===== config.mk =====
export PLATFORM = sky130hd
export DESIGN_NAME = salru_way_unit
export DESIGN_NICKNAME = d
export VERILOG_FILES = /design/src/hw/rtl/salru_pkg.sv /design/src/hw/rtl/salru_way_unit.sv
export SDC_FILE = /design/constraint.sdc
export NUM_CORES = 1
export LEC_CHECK = 0
export ABC_AREA = 1
export BUFFER_PORTS_ARGS = -buffer_cell sky130_fd_sc_hd__buf_2
export CAP_MARGIN = 20
export CORE_AREA = 2 2 52 90
export DETAILED_ROUTE_END_ITERATION = 10
export DIE_AREA = 0 0 54 92
export GPL_ROUTABILITY_DRIVEN = 1
export PLACE_DENSITY_LB_ADDON = 0.15
export SLEW_MARGIN = 10
export SYNTH_ARGS = -nofsm -noshare
export SYNTH_HDL_FRONTEND = slang
export SYNTH_SLANG_ARGS = --single-unit

===== constraint.sdc =====
create_clock -name vclk -period 1.1
set_input_delay 0.11 -clock vclk [all_inputs]
set_output_delay 0.11 -clock vclk [all_outputs]
set_load 0.05 [all_outputs]

===== src/hw/rtl/salru_pkg.sv =====
// Shared types and constants for the set-associative LRU tag store.
// Used by the way unit, the top level and the checker; no dependencies of its own.
package salru_pkg;

  // payload and parameter defaults
  localparam int ADDR_BITS      = 64;
  localparam int DEF_SET_COUNT  = 256;
  localparam int DEF_WAYS       = 8;
  localparam int DEF_ADDR_WIDTH = 64;

  // configuration port
  localparam int CFG_BITS     = 4;
  localparam int CFG_IDX_BITS = 2;

  localparam logic [CFG_IDX_BITS-1:0] CFG_SET_BITS    = 2'd0;
  localparam logic [CFG_IDX_BITS-1:0] CFG_BLOCK_BITS  = 2'd1;
  localparam logic [CFG_IDX_BITS-1:0] CFG_WAYS_IN_USE = 2'd2;

  localparam logic [CFG_BITS-1:0] RST_SET_BITS    = 4'd6;
  localparam logic [CFG_BITS-1:0] RST_BLOCK_BITS  = 4'd6;
  localparam logic [CFG_BITS-1:0] RST_WAYS_IN_USE = 4'd8;

  // result status codes
  typedef enum logic [2:0] {
    ST_MISS      = 3'd0,
    ST_HIT       = 3'd1,
    ST_EVICT     = 3'd2,
    ST_FLUSHED   = 3'd3,
    ST_NOT_FOUND = 3'd4
  } status_t;

  // transaction opcodes
  typedef enum logic {
    OP_ACCESS = 1'b0,
    OP_FLUSH  = 1'b1
  } op_t;

  // recency update applied by the way unit
  typedef enum logic [1:0] {
    UPD_NONE,
    UPD_FLUSH,
    UPD_HIT,
    UPD_FILL
  } upd_mode_t;

  // per-way flags from the way unit
  typedef struct packed {
    logic match;
    logic empty;
    logic older;
  } probe_t;

  // sequencer states
  typedef enum logic [2:0] {
    S_CLEAR,
    S_IDLE,
    S_LOAD,
    S_SCAN,
    S_DECIDE,
    S_UPDATE,
    S_WRITE,
    S_DONE
  } seq_state_t;

endpackage


===== src/hw/rtl/salru_way_unit.sv =====
// Shared per-way unit: tag compare, age compare and recency update for one way.
// Depends on salru_pkg for the update mode and probe flag types.
module salru_way_unit #(
  parameter int AW   = 64,
  parameter int WAYS = 8,
  localparam int AGE_W = (WAYS > 1) ? $clog2(WAYS) : 1
) (
  input  salru_pkg::upd_mode_t mode,
  input  logic [AW-1:0]        key_tag,
  input  logic                 way_valid,
  input  logic [AW-1:0]        way_tag,
  input  logic [AGE_W-1:0]     way_age,
  input  logic [AGE_W-1:0]     ref_age,
  input  logic                 is_sel,
  output salru_pkg::probe_t    probe,
  output logic [AGE_W-1:0]     new_age
);

  logic lt;
  logic gt;

  // the same age comparisons serve scan and update
  assign lt = way_age < ref_age;
  assign gt = way_age > ref_age;

  // lookup flags
  assign probe.match = way_valid && (way_tag == key_tag);
  assign probe.empty = !way_valid;
  assign probe.older = gt;

  // recency update
  always_comb begin
    new_age = way_age;
    case (mode)
      salru_pkg::UPD_FLUSH: begin
        if (way_valid && gt) new_age = way_age - AGE_W'(1);
      end
      salru_pkg::UPD_HIT: begin
        if (is_sel) begin
          new_age = '0;
        end else if (way_valid && lt) begin
          new_age = way_age + AGE_W'(1);
        end
      end
      salru_pkg::UPD_FILL: begin
        if (way_valid && lt) new_age = way_age + AGE_W'(1);
      end
      default: begin
        new_age = way_age;
      end
    endcase
  end

endmodule


==> impl_metrics.env <==
export IMPL_avgSynthCellArea_um2=4.56
export IMPL_multi_input_area_um2=1200
export IMPL_clock_buffers=0
export IMPL_grt_pass1_wl_mm=6.91
export IMPL_antenna_found_initial=0
export IMPL_cp_max_fo=5
export IMPL_ys_types=23
export IMPL_drive_gt1_share_pct=38.2
export IMPL_n_fill_cell=497
export IMPL_grt_pass1_vias=1982
export IMPL_ys_seq_area_share_pct=0
export IMPL_hold_violations=0
export IMPL_start_util_pct=32.3
export IMPL_netlist_area_um2=1400
export IMPL_finalWirelength_mm=4.43
export IMPL_placedCellCount=512
export IMPL_drt_first_pass_iters=3
export IMPL_critPathArrivalTime_ps=1450
export IMPL_worst_slack_ps=-462
export IMPL_dieWidth_um=54
export IMPL_slew_viol_final=0
export IMPL_die_h_um=92
export IMPL_routedWlPerCell_um=8.66
export IMPL_final_cells=512
export IMPL_p_leak_nw=1.60
export IMPL_start_kind="input pin"
export IMPL_syn_to_final_growth_pct=73.3
export IMPL_io_pins=144
export IMPL_hold_path_end="new_age[2]"
export IMPL_overflow=0
export IMPL_vias=2173
export IMPL_worstPathRequired_ps=990
export IMPL_worstMarginPinSlew_ps=279
export IMPL_coreArea_um2=4320
export IMPL_whs_path_depth=5
export IMPL_finalCriticalPeriod_ps=1560
export IMPL_detail_route_antenna_nets=0
export IMPL_outcome="finished, violations left"
export IMPL_num_rows=32
export IMPL_port_buffers=144
export IMPL_dieArea_um2=4970
export IMPL_place_ws_ps=-606
export IMPL_synth_warning_count=0
export IMPL_layout_common_cells="buf_2, nand2_1, inv_1"
export IMPL_insertedDiodeCount=0
export IMPL_cellPowerDensity_nw_per_um2=381
export IMPL_violations="setup timing"
export IMPL_fmax_ghz=0.640
export IMPL_finish_utilization_pct=56.1
export IMPL_tns_ps=-1510
export IMPL_viasPerCell=4.24
export IMPL_layout_nets=606
export IMPL_syn_nets=450
export IMPL_hp_start="mode[0]"
export IMPL_rsz0062_at_grt="true"
export IMPL_crit_path_end_kind="primary output"
export IMPL_groute_usage_overall_pct=17.1
export IMPL_hpwl_mm=4.16
export IMPL_worstSetupPathType="in2out"
export IMPL_ir_drop_uv=394
export IMPL_regArea_um2=0
export IMPL_critPathMaxStageDelay_ps=300
export IMPL_drc=0
export IMPL_relSlewSlack_pct=81.3
export IMPL_drv_cap=0
export IMPL_cts_hold_buf=0
export IMPL_cp_slowest_cell="o211ai_1"
export IMPL_min_period_over_period_pct=142
export IMPL_critPathBufInv=3
export IMPL_grt_max_degree=6
export IMPL_final_common_cell="buf_2"
export IMPL_finalSetupViolCount=5
export IMPL_cp_top_family="compound AO/OA/AOI/OAI gates"
export IMPL_place_gp_congestion=0.777
export IMPL_synthCells=307
export IMPL_crit_path_cell_trace="buf_8, inv_12, ha_4, nand2_4, o21ai_4, nand3_4, o211ai_1, nand3_4, buf_8"
export IMPL_hp_class="in2out"
export IMPL_seq_cell_count=0
export IMPL_dr_first_iter_drc_count=9
worst max path at each step:
stage	from	to	cells past startpoint
floorplan	ref_age[2]	new_age[1]	7
global placement	ref_age[2]	new_age[1]	9
detailed placement	ref_age[2]	new_age[1]	9
CTS	ref_age[2]	new_age[1]	9
global route	ref_age[2]	new_age[2]	9
finish	ref_age[2]	new_age[1]	9
synth_stat cells:
library cell	number	area, um2
a21boi_0	1	7.51
a21oi_2	1	8.76
buf_4	1	7.51
clkinv_1	1	3.75
ha_1	5	62.6
inv_1	71	267
inv_2	2	7.51
nand2_1	119	447
nand2_2	1	6.26
nand3_1	11	55.1
nand3_4	1	17.5
nand4_1	1	6.26
nor2_1	49	184
nor2_2	1	6.26
nor2_4	1	11.3
nor3_1	1	5.00
o211ai_1	3	22.5
o21ai_0	10	50.1
o21ai_1	2	10.0
o21ai_4	1	16.3
o22ai_1	5	31.3
xnor2_1	13	114
xor2_1	6	52.6
per-stage QoR:
step                      power, mW  hold WS, ps  instance area [um2]
after detailed placement      0.888          739                 2350
after global routing           1.04          731                 2420
after global placement        0.870          734                 2350
after CTS                     0.932          692                 2420
after floorplan               0.492          430                 1490
final                         0.923          680                 2420
logic make-up (layout without fill, tap and decap cells):
logic type	count (synthesis)	in the layout	synth area share, %
xor+xnor	19	19	11.9
simple gates	185	185	52.8
fa+ha+maj	5	5	4.47
buf+inv	75	229	20.4
compound gates	23	23	10.5
routing by layer:
metal  vias to the layer above  track usage [%]  wire, um
li1                       1212                -         -
met1                       874             15.6      1400
met5                         -                0         0
met2                        83             36.7      2540
met3                         4             2.12       452
met4                         0             2.08        36
power by group:
group | internal (mW) | switching (mW)
Combinational | 0.463 | 0.461
Sequential | 0 | 0
Clock | 0 | 0
tightest hold or removal path, stage by stage:
cell     delay, ps
buf_2           80
nor2_1          60
nand2_1        100
nand3_4         60
buf_6          150
final cells by class:
cell class                      count  share of cell area (%)
Inverter                           74                    12.1
Tap cell                           51                    2.63
Multi-Input combinational cell    232                    49.6
Timing Repair Buffer              155                    35.7
repair_timing:
action / in CTS / in global routing
endpoints found under the setup margin: 5 / 5
gates resized for setup: 20 / 3
pin swaps: 13 / 4
setup buffers: 0 / 0
Note: power is estimated with default switching activity, not from simulation.
